<file path="src/design/round_robin_process_scheduler_unit_macros.svh">
// Assertion macros for the round-robin process scheduler.
`ifndef ROUND_ROBIN_PROCESS_SCHEDULER_UNIT_MACROS_SVH
`define ROUND_ROBIN_PROCESS_SCHEDULER_UNIT_MACROS_SVH

// Same-cycle implication, disabled during reset.
`define RRPS_ASSERT_NOW(label, clk, rst, ante, cons, msg) \
  label: assert property (@(posedge clk) disable iff (rst) (ante) |-> (cons)) else $error(msg);

// Next-cycle implication, disabled during reset.
`define RRPS_ASSERT_NEXT(label, clk, rst, ante, cons, msg) \
  label: assert property (@(posedge clk) disable iff (rst) (ante) |=> (cons)) else $error(msg);

`endif

</file>
<file path="src/design/rrps_pkg.sv">
// Package: command/result payload types and code constants of the scheduler.
package rrps_pkg;

  localparam logic [2:0] REQ_INSERT  = 3'd0;
  localparam logic [2:0] REQ_EXIT    = 3'd1;
  localparam logic [2:0] REQ_STOP    = 3'd2;
  localparam logic [2:0] REQ_SUSPEND = 3'd3;
  localparam logic [2:0] REQ_RESUME  = 3'd4;
  localparam logic [2:0] REQ_MOVE    = 3'd5;
  localparam logic [2:0] REQ_SCHED   = 3'd6;
  localparam logic [2:0] REQ_RESCHED = 3'd7;

  localparam logic [2:0] ST_UNUSED   = 3'd0;
  localparam logic [2:0] ST_RUNNING  = 3'd1;
  localparam logic [2:0] ST_RESUMING = 3'd2;
  localparam logic [2:0] ST_BLOCKED  = 3'd3;
  localparam logic [2:0] ST_STOPPED  = 3'd4;
  localparam logic [2:0] ST_EXITED   = 3'd5;

  localparam logic CFG_IDLE_SLOT  = 1'b0;
  localparam logic CFG_BLOCK_MASK = 1'b1;

  typedef struct packed {
    logic [2:0] req_type;
    logic [3:0] proc_id;
    logic [7:0] block_flags;
    logic [7:0] exit_status;
  } cmd_t;

  typedef struct packed {
    logic       accepted;
    logic [3:0] current_id;
    logic       ran_idle;
    logic       need_resched_out;
    logic       restart_syscall;
    logic [2:0] slot_state;
    logic [7:0] slot_exit_code;
  } res_t;

endpackage

</file>
<file path="src/design/rrps_ram.sv">
// Generic single-write, single-read RAM with registered read data.
module rrps_ram #(
  parameter int WIDTH = 8,
  parameter int DEPTH = 16
) (
  input  logic                     clk,
  input  logic                     we,
  input  logic [$clog2(DEPTH)-1:0] waddr,
  input  logic [WIDTH-1:0]         wdata,
  input  logic [$clog2(DEPTH)-1:0] raddr,
  output logic [WIDTH-1:0]         rdata
);

  logic [WIDTH-1:0] mem [DEPTH];

  always_ff @(posedge clk) begin
    if (we) begin
      mem[waddr] <= wdata;
    end
    rdata <= mem[raddr];
  end

endmodule

</file>
<file path="src/design/round_robin_process_scheduler_unit.sv">
// Top level: round-robin process scheduler, slot table in one RAM, command sequencer.
// Move-after-current commands take longest, request-reschedule commands shortest.
// Throughput: one command at a time; busy falls with done, so the next start can
//   be taken in the done cycle.
// Reset: rst (synchronous) clears slot valid bits, list, current slot and pending flag;
//   slots read as unused until first written. done is never held off.
`include "round_robin_process_scheduler_unit_macros.svh"

module round_robin_process_scheduler_unit #(
  parameter int NUM_SLOTS = 16
) (
  input  logic          clk,
  input  logic          rst,
  input  logic          start,
  output logic          busy,
  input  rrps_pkg::cmd_t cmd,
  output logic          done,
  output rrps_pkg::res_t result,
  input  logic          cfg_valid,
  output logic          cfg_ready,
  input  logic          cfg_index,
  input  logic [7:0]    cfg_data
);

  localparam int IW    = $clog2(NUM_SLOTS);
  localparam int DEPTH = 1 << IW;

  typedef struct packed {
    logic          nil;
    logic [IW-1:0] id;
  } lnk_t;

  typedef struct packed {
    logic [2:0] st;
    logic [7:0] fl;
    logic [7:0] cd;
    lnk_t       nxt;
    lnk_t       prv;
  } word_t;

  localparam int    WW         = $bits(word_t);
  localparam lnk_t  LNK_NIL    = '{nil: 1'b1, id: '0};
  localparam word_t RESET_WORD = '{st: rrps_pkg::ST_UNUSED, fl: 8'd0, cd: 8'd0,
                                   nxt: LNK_NIL, prv: LNK_NIL};

  typedef enum logic [4:0] {
    S_IDLE, S_P, S_T_W, S_C, S_X_W, S_PP_R, S_PP_W, S_NN_R, S_NN_W,
    S_LA_R, S_LA_W, S_LN_R, S_LN_W, S_F_P, S_F_PW, S_F_C
  } state_t;

  function automatic logic [IW-1:0] to_idx(input logic [3:0] v);
    logic [8:0] e;
    e = {5'b0, v};
    return e[IW-1:0];
  endfunction

  function automatic logic [3:0] to_id(input logic [IW-1:0] v);
    logic [8:0] e;
    e = '0;
    e[IW-1:0] = v;
    return e[3:0];
  endfunction

  function automatic logic in_range(input logic [3:0] v);
    return 32'(v) < 32'(NUM_SLOTS);
  endfunction

  state_t         state;
  rrps_pkg::cmd_t cmd_r;
  logic [IW-1:0]  pidx;
  logic           pvalid;
  logic [3:0]     idle_slot;
  logic [7:0]     block_cond_mask;
  lnk_t           head, tail, pp, nn, n2;
  logic           cur_nil;
  logic [3:0]     cur_id;
  logic           pend, acc, restart, la;
  logic [IW-1:0]  nx_r;
  word_t          wp;
  logic [2:0]     sst;
  logic [7:0]     scode;
  logic [DEPTH-1:0] vld;
  logic           rd_vld;

  logic           we;
  logic [IW-1:0]  waddr, raddr;
  word_t          wdata, rw;
  logic [WW-1:0]  ram_q;

  logic           p_onl, p_ok, cur_in, use_next, nx_in;
  logic [IW-1:0]  cur_idx;
  logic [3:0]     nx4;
  word_t          np;

  rrps_ram #(.WIDTH(WW), .DEPTH(DEPTH)) u_ram (
    .clk   (clk),
    .we    (we),
    .waddr (waddr),
    .wdata (wdata),
    .raddr (raddr),
    .rdata (ram_q)
  );

  assign busy      = (state != S_IDLE);
  assign cfg_ready = 1'b1;

  always_comb begin
    rw       = rd_vld ? word_t'(ram_q) : RESET_WORD;
    p_onl    = (rw.st == rrps_pkg::ST_RUNNING) || (rw.st == rrps_pkg::ST_RESUMING);
    cur_in   = !cur_nil && in_range(cur_id);
    cur_idx  = to_idx(cur_id);
    use_next = cur_in && p_onl && !rw.nxt.nil;
    if (use_next) begin
      nx4 = to_id(rw.nxt.id);
    end else if (!head.nil) begin
      nx4 = to_id(head.id);
    end else begin
      nx4 = idle_slot;
    end
    nx_in = in_range(nx4);

    np     = rw;
    np.nxt = LNK_NIL;
    np.prv = LNK_NIL;
    p_ok   = 1'b0;
    unique case (cmd_r.req_type)
      rrps_pkg::REQ_INSERT: begin
        p_ok   = (rw.st == rrps_pkg::ST_UNUSED) || (rw.st == rrps_pkg::ST_EXITED);
        np.st  = rrps_pkg::ST_RUNNING;
        np.fl  = 8'd0;
        np.cd  = 8'd0;
        np.prv = tail;
      end
      rrps_pkg::REQ_EXIT: begin
        p_ok  = (rw.st != rrps_pkg::ST_EXITED);
        np.st = rrps_pkg::ST_EXITED;
        np.cd = cmd_r.exit_status;
      end
      rrps_pkg::REQ_STOP: begin
        p_ok  = (rw.st != rrps_pkg::ST_EXITED) && (rw.st != rrps_pkg::ST_STOPPED);
        np.st = rrps_pkg::ST_STOPPED;
      end
      rrps_pkg::REQ_SUSPEND: begin
        p_ok  = (rw.st == rrps_pkg::ST_RUNNING);
        np.st = rrps_pkg::ST_BLOCKED;
        np.fl = rw.fl | (cmd_r.block_flags & block_cond_mask);
      end
      rrps_pkg::REQ_RESUME: begin
        p_ok   = !p_onl && (rw.st != rrps_pkg::ST_EXITED);
        np.st  = rrps_pkg::ST_RESUMING;
        np.prv = tail;
      end
      rrps_pkg::REQ_MOVE: begin
        p_ok = p_onl && cur_in && (cur_id != cmd_r.proc_id);
      end
      default: begin
        p_ok = 1'b0;
      end
    endcase

    we    = 1'b0;
    waddr = pidx;
    wdata = rw;
    raddr = pidx;
    unique case (state)
      S_IDLE: begin
        raddr = (cmd.req_type == rrps_pkg::REQ_SCHED) ? cur_idx : to_idx(cmd.proc_id);
      end
      S_P: begin
        if (cmd_r.req_type == rrps_pkg::REQ_MOVE) begin
          raddr = cur_idx;
        end else begin
          we    = p_ok;
          wdata = np;
          raddr = tail.id;
        end
      end
      S_T_W: begin
        we          = 1'b1;
        waddr       = tail.id;
        wdata.nxt   = '{nil: 1'b0, id: pidx};
      end
      S_C: begin
        raddr = to_idx(nx4);
      end
      S_X_W: begin
        we    = (rw.st == rrps_pkg::ST_RESUMING);
        waddr = nx_r;
        wdata.st    = rrps_pkg::ST_RUNNING;
        wdata.fl[0] = 1'b0;
      end
      S_PP_R: begin
        raddr = pp.id;
      end
      S_PP_W: begin
        we        = 1'b1;
        waddr     = pp.id;
        wdata.nxt = nn;
      end
      S_NN_R: begin
        raddr = nn.id;
      end
      S_NN_W: begin
        we        = 1'b1;
        waddr     = nn.id;
        wdata.prv = pp;
      end
      S_LA_R: begin
        raddr = cur_idx;
      end
      S_LA_W: begin
        we        = 1'b1;
        waddr     = cur_idx;
        wdata.nxt = '{nil: 1'b0, id: pidx};
      end
      S_LN_R: begin
        we        = 1'b1;
        waddr     = pidx;
        wdata     = wp;
        wdata.prv = '{nil: 1'b0, id: cur_idx};
        wdata.nxt = n2;
        raddr     = n2.id;
      end
      S_LN_W: begin
        we        = 1'b1;
        waddr     = n2.id;
        wdata.prv = '{nil: 1'b0, id: pidx};
      end
      S_F_P: begin
        raddr = pidx;
      end
      S_F_PW: begin
        raddr = cur_idx;
      end
      S_F_C: begin
        raddr = pidx;
      end
      default: begin
        raddr = pidx;
      end
    endcase
  end

  always_ff @(posedge clk) begin
    if (rst) begin
      state           <= S_IDLE;
      idle_slot       <= 4'd0;
      block_cond_mask <= 8'hFF;
      head            <= LNK_NIL;
      tail            <= LNK_NIL;
      cur_nil         <= 1'b1;
      cur_id          <= 4'd0;
      pend            <= 1'b0;
      vld             <= '0;
      rd_vld          <= 1'b0;
      done            <= 1'b0;
      acc             <= 1'b0;
      restart         <= 1'b0;
      la              <= 1'b0;
    end else begin
      done   <= 1'b0;
      rd_vld <= vld[raddr];
      if (we) begin
        vld[waddr] <= 1'b1;
      end
      if (cfg_valid && cfg_ready) begin
        if (cfg_index == rrps_pkg::CFG_IDLE_SLOT) begin
          idle_slot <= cfg_data[3:0];
        end else begin
          block_cond_mask <= cfg_data;
        end
      end
      unique case (state)
        S_IDLE: begin
          if (start) begin
            cmd_r   <= cmd;
            pidx    <= to_idx(cmd.proc_id);
            pvalid  <= in_range(cmd.proc_id);
            acc     <= 1'b0;
            restart <= 1'b0;
            la      <= 1'b0;
            if (cmd.req_type == rrps_pkg::REQ_SCHED) begin
              state <= S_C;
            end else if (cmd.req_type == rrps_pkg::REQ_RESCHED) begin
              pend  <= 1'b1;
              acc   <= 1'b1;
              state <= S_F_P;
            end else if (in_range(cmd.proc_id)) begin
              state <= S_P;
            end else begin
              state <= S_F_P;
            end
          end
        end
        S_P: begin
          wp <= rw;
          pp <= rw.prv;
          nn <= rw.nxt;
          if (!p_ok) begin
            state <= S_F_P;
          end else if (cmd_r.req_type == rrps_pkg::REQ_MOVE) begin
            state <= S_C;
          end else if (cmd_r.req_type == rrps_pkg::REQ_INSERT ||
                       cmd_r.req_type == rrps_pkg::REQ_RESUME) begin
            acc <= 1'b1;
            if (tail.nil) begin
              head  <= '{nil: 1'b0, id: pidx};
              tail  <= '{nil: 1'b0, id: pidx};
              state <= S_F_P;
            end else begin
              state <= S_T_W;
            end
          end else begin
            acc   <= 1'b1;
            pend  <= 1'b1;
            state <= p_onl ? S_PP_R : S_F_P;
          end
        end
        S_T_W: begin
          tail  <= '{nil: 1'b0, id: pidx};
          state <= S_F_P;
        end
        S_C: begin
          if (cmd_r.req_type == rrps_pkg::REQ_MOVE) begin
            if (p_onl) begin
              acc   <= 1'b1;
              la    <= 1'b1;
              state <= S_PP_R;
            end else begin
              state <= S_F_P;
            end
          end else begin
            pend    <= 1'b0;
            acc     <= 1'b1;
            cur_nil <= 1'b0;
            cur_id  <= nx4;
            nx_r    <= to_idx(nx4);
            state   <= nx_in ? S_X_W : S_F_P;
          end
        end
        S_X_W: begin
          if (rw.st == rrps_pkg::ST_RESUMING) begin
            restart <= rw.fl[0];
          end
          state <= S_F_P;
        end
        S_PP_R: begin
          if (pp.nil) begin
            head  <= nn;
            state <= S_NN_R;
          end else begin
            state <= S_PP_W;
          end
        end
        S_PP_W: begin
          state <= S_NN_R;
        end
        S_NN_R: begin
          if (nn.nil) begin
            tail  <= pp;
            state <= la ? S_LA_R : S_F_P;
          end else begin
            state <= S_NN_W;
          end
        end
        S_NN_W: begin
          state <= la ? S_LA_R : S_F_P;
        end
        S_LA_R: begin
          state <= S_LA_W;
        end
        S_LA_W: begin
          n2    <= rw.nxt;
          state <= S_LN_R;
        end
        S_LN_R: begin
          if (n2.nil) begin
            tail  <= '{nil: 1'b0, id: pidx};
            state <= S_F_P;
          end else begin
            state <= S_LN_W;
          end
        end
        S_LN_W: begin
          state <= S_F_P;
        end
        S_F_P: begin
          state <= S_F_PW;
        end
        S_F_PW: begin
          sst   <= pvalid ? rw.st : rrps_pkg::ST_UNUSED;
          scode <= pvalid ? rw.cd : 8'd0;
          state <= S_F_C;
        end
        S_F_C: begin
          result.accepted         <= acc;
          result.current_id       <= cur_nil ? 4'd0 : cur_id;
          result.ran_idle         <= !cur_nil && (cur_id == idle_slot) && !(cur_in && p_onl);
          result.need_resched_out <= pend;
          result.restart_syscall  <= restart;
          result.slot_state       <= sst;
          result.slot_exit_code   <= scode;
          done                    <= 1'b1;
          state                   <= S_IDLE;
        end
        default: begin
          state <= S_IDLE;
        end
      endcase
    end
  end

  `RRPS_ASSERT_NOW(a_done_idle, clk, rst, done, !busy, "result strobe while busy")
  `RRPS_ASSERT_NEXT(a_start_busy, clk, rst, start && !busy, busy && !done, "accepted command not in work")
  `RRPS_ASSERT_NOW(a_list_ends, clk, rst, !busy, head.nil == tail.nil, "run list head and tail disagree")

endmodule
</file>
<file path="config.mk">
export PLATFORM = sky130hd
export DESIGN_NAME = round_robin_process_scheduler_unit
export DESIGN_NICKNAME = d
export VERILOG_FILES = /design/src/design/rrps_pkg.sv /design/src/design/rrps_ram.sv /design/src/design/round_robin_process_scheduler_unit.sv
export VERILOG_INCLUDE_DIRS = /design/src /design/src/design
export SDC_FILE = /design/constraint.sdc
export NUM_CORES = 1
export LEC_CHECK = 0
export ABC_AREA = 1
export BUFFER_PORTS_ARGS = -buffer_cell sky130_fd_sc_hd__buf_2
export CAP_MARGIN = 40
export CORE_ASPECT_RATIO = 1.4
export CORE_MARGIN = 2
export CORE_UTILIZATION = 56
export DETAILED_ROUTE_END_ITERATION = 8
export GPL_TIMING_DRIVEN = 0
export PLACE_DENSITY = 0.83
export SLEW_MARGIN = 20
export SYNTH_ARGS = -nofsm -noshare
export SYNTH_HDL_FRONTEND = slang
export SYNTH_SLANG_ARGS = --single-unit
</file>
<file path="constraint.sdc">
create_clock -name clk -period 3.02 [get_ports clk]
set_input_delay 0.604 -clock clk [delete_from_list [all_inputs] [get_ports clk]]
set_output_delay 0.604 -clock clk [all_outputs]
set_load 0.005 [all_outputs]
</file>
==> summary.md <==
| Metric | Value |
|---|---|
| Status | complete, but fails checks |
| Violated checks | negative setup slack |
| Clock transition at path regs | ~0.06 ns |
| Worst Path Arrival | between 3 and 4 ns |
| Hold Fails Final Rpt | 0 |
| Final setup vio count | 4 |
| Clk root buf | clkbuf_16 |
| Layout cells sized above 1 | 0.1720 |
| Sw Ratio | 0.4408 |
| Uppermost layer routed | met4 |
| Internal power | approximately 0.016 W |
| DIE HEIGHT | ~230 microns |
| Hold crit path type | input pin to register |
| Hold Startpoint | cmd[1] |
| Maximum clock frequency | approximately 310 MHz |
| Final setup margin | -0.2258 ns |
| Crit path to | u_ram.rdata[1] |
| Slew headroom | 0.4174 |
| Met3 WL | 6206 microns |
| Initial Util | 0.5696 |
| Final Skew | about 0.023 ns |
| DR pass1 iterations | 9 |
| PwrDens | 1171 mW/mm^2 |
| Die area | between 0.03 and 0.04 sq mm |
| Core area | approximately 0.037 sq mm |
| Post-synth top area cell | edfxtp_1 |
| RSZ-0062 raised after global routing | yes |
| Number of flops mapped to enable cells by yosys | 429 |
| Final #Nets | 2,093 |
| DRT antenna net count | 0 |
| Clock network fraction of total power | 0.197 |
| Gpl congestion | between 0.9 and 1 |
| IO Pins | 58 |
| Seq cells post-synth | between 400 and 500 |
| Maximum VDD drop | 0.0007035 V |
| Final min period | 3.246 ns |
| Worst-Margin Slew | around 0.87 ns |
| Gr usage total | 0.3238 |
| Drt wl/cell | about 25 microns |
| Final core occ | 0.6672 |
| First-pass GRT wire length | slightly above 90,000 microns |
| Yosys cell types | 46 |
| P_sw | 0.01270 W |
| Wire length on met1 | between 20,000 and 25,000 microns |
| Metal2 WL | 32,020 microns |
| CTS tree | yes |
| CP max FO | 10 |
| Final slew viol count | 0 |
| # rows | between 80 and 90 |
| Ys flop type | edfxtp_1 |
| Syn-to-layout area delta | 17.14% |
| Avg Cell Area, Syn | between 10 and 15 sq um |
| RR Endpoint | u_ram.rdata[1] |
| Initial antenna violation count | 0 |
| Clk buf depth | 3 |
| Setup crit end kind | register |
| H-tree levels | 2 |
| Syn. warnings | 0 |
| Number of global-route vias before repair | 16,110 |
| R2R cell count | 14 |
| Hold WS | around 0.21 ns |
| Drt drc | 0 |
| Synth top area share | 0.6134 |
| FF-to-FF setup slack | -0.23 ns |
| Sequential power share | 0.325 |
| Largest net degree at the start of global routing | 23 |
| Setup crit start | rd_vld |
| TNS Setup | -0.3726 ns |
| Post-synthesis cell count | around 1,900 |
| GR Overflow Total | 0 |
| Top cells by area, synth | edfxtp_1 61%, o211ai_1 6.6%, dfxtp_1 6.5% |
| Final period util | 1.075 |
| Worst r2r src | rd_vld |
| Max-cap viol count | 0 |
| Leakage | 9.486 nW |
| Via Count | approximately 16,000 |
| Worst-skew pair later-pin latency | 0.58 ns |
| Die width | approximately 170 microns |
| Antenna diode count | 0 |
| Dpl hpwl | approximately 44,000 microns |
| Seq/Total Area, Yosys | 0.6783 |
| TritonCTS Sinks | approximately 500 |
| CTS buffer count | 46 |
| Syn nets | approximately 1,900 |
| Initial DRC count | slightly above 2,000 |
| Crit Path Class | register to register |
| WL final | approximately 64,000 microns |
| IO buf count | between 40 and 50 |
| Comb power frac | 0.478 |
| CP Launch Type | register |
| DR vias/cell | around 6.3 |
| Synthesized cell area | about 0.021 sq mm |
| Asr flop ratio synth | 0 |
| CP Data Required Time | about 3.5 ns |
-- per-stage QoR --
stage	cell area, sq um	setup slack, ns	total power [W]	cells
after detailed placement	22270	-1.015	0.02150	2423
after global routing	24600	-0.3055	0.02981	2560
after global placement	21800	-1.898	0.02085	2394
final	24600	-0.2258	0.02880	2560
after CTS	24040	-0.08170	0.02751	2520
after floorplan	21000	0.1027	0.01673	1883
-- how the worst min path moves through the flow --
| stage | depth (start not counted) | end | slack (ns) |
|---|---|---|---|
| global placement | 0 | result[5] | 0.41 |
| CTS | 1 | cmd_r[1] | 0.20 |
| detailed placement | 0 | result[7] | 0.41 |
| floorplan | 0 | result[0] | 0.40 |
| global route | 1 | cmd_r[4] | 0.21 |
| finish | 1 | cmd_r[1] | 0.21 |
-- what timing repair did --
action                                  in CTS  in global routing
pin swaps                                    4                 10
resized for setup                           54                 67
hold buffers                                 0                  0
endpoints found under the setup margin     475                437
cloned                                       2                  0
buffers inserted                            11                 34
-- logic make-up (layout without fill, tap and decap cells) --
group                     after synthesis  after routing  synth area share
xor gates and xnor gates                3              3          0.001251
AOI/OAI and AO/OA                     423            423            0.1285
muxes                                   2              2         0.0009533
DFF                                   497            497            0.6783
buffers and inverters                 368            576           0.07054
and+or+nand+nor                       589            591            0.1203
other                                   1              1         0.0001786
-- power by group through the flow --
stage                     Combinational, W  Sequential (W)  Clock, W
after detailed placement            0.0120         0.00947         0
after CTS                           0.0125         0.00934   0.00565
after global placement              0.0114         0.00950         0
after floorplan                    0.00737         0.00936         0
after global routing                0.0145         0.00941   0.00590
final                               0.0138         0.00936   0.00566
-- synthesized netlist by cell type, types with 3 or more instances --
cell type,number
dfxtp_1,68
nand2_2,5
nor2_1,91
inv_2,7
buf_2,50
o21ai_0,83
a211oi_1,4
a31oi_1,5
nand2_1,310
a221oi_1,5
o21a_1,3
nor2_2,4
o22ai_1,16
o21ai_1,11
o2111ai_1,3
inv_1,268
o211ai_1,184
o221ai_1,5
nor3_1,9
a21oi_1,96
clkbuf_1,30
nand3_2,3
or2_2,5
nand3_1,146
nand4_1,6
edfxtp_1,429
buf_4,10
-- metal layers --
| metal | vias up | track usage |
|---|---|---|
| li1 | 7016 | - |
| met2 | 1189 | 0.5727 |
| met3 | 380 | 0.06540 |
| met4 | 0 | 0.2473 |
| met1 | 7640 | 0.3401 |
| met5 | - | 0 |
-- flip-flops by register name, indices dropped and copies added (netlist names), 5 cells and up --
register,count
u_ram.mem,352
u_ram.rdata,22
result,19
vld,16
cmd_r,12
wp,12
scode,8
head,5
n2,5
nn,5
pp,5
tail,5
-- critical path, stage by stage, from the launching register on --
cell      delay [ns]
dfxtp_1         0.32
clkbuf_4        0.21
nand2_2         0.13
nand3_1         0.17
nand2_4         0.18
nand3_2         0.15
nand2_1         0.14
nand3_1         0.15
a21oi_2         0.31
buf_6           0.22
buf_4           0.23
o21ai_0         0.11
o211ai_1        0.56
nand3_1         0.17
nand2_1         0.12
-- final cells by class --
cell class	instances	area, sq um
flip-flops and latches	497	14250
fillers	2528	12270
multi-input cells	1020	5674
clock buffers	59	1231
inverters	277	1079
repair buffers	124	1070
well taps	467	584.3
plain buffers	91	504.2
clock inverters	25	209.0
-- cell usage in the layout, fill, tap and decap left out, types with 9 or more instances in the layout --
cell type,netlist,layout
clkinvlp_4,0,11
buf_8,0,11
clkbuf_16,0,47
buf_4,10,64
clkbuf_1,30,31
inv_2,7,9
o21ai_0,83,75
nor2_1,91,74
nor2_2,4,12
inv_1,268,255
nand2_1,310,298
buf_2,50,80
clkbuf_4,0,13
edfxtp_1,429,429
o211ai_1,184,184
nand2_2,5,11
a21oi_1,96,91
nand3_1,146,142
buf_6,0,9
nor2_4,1,12
clkinv_1,2,11
o22ai_1,16,16
dfxtp_1,68,65
(Power assumes the default switching activity.)
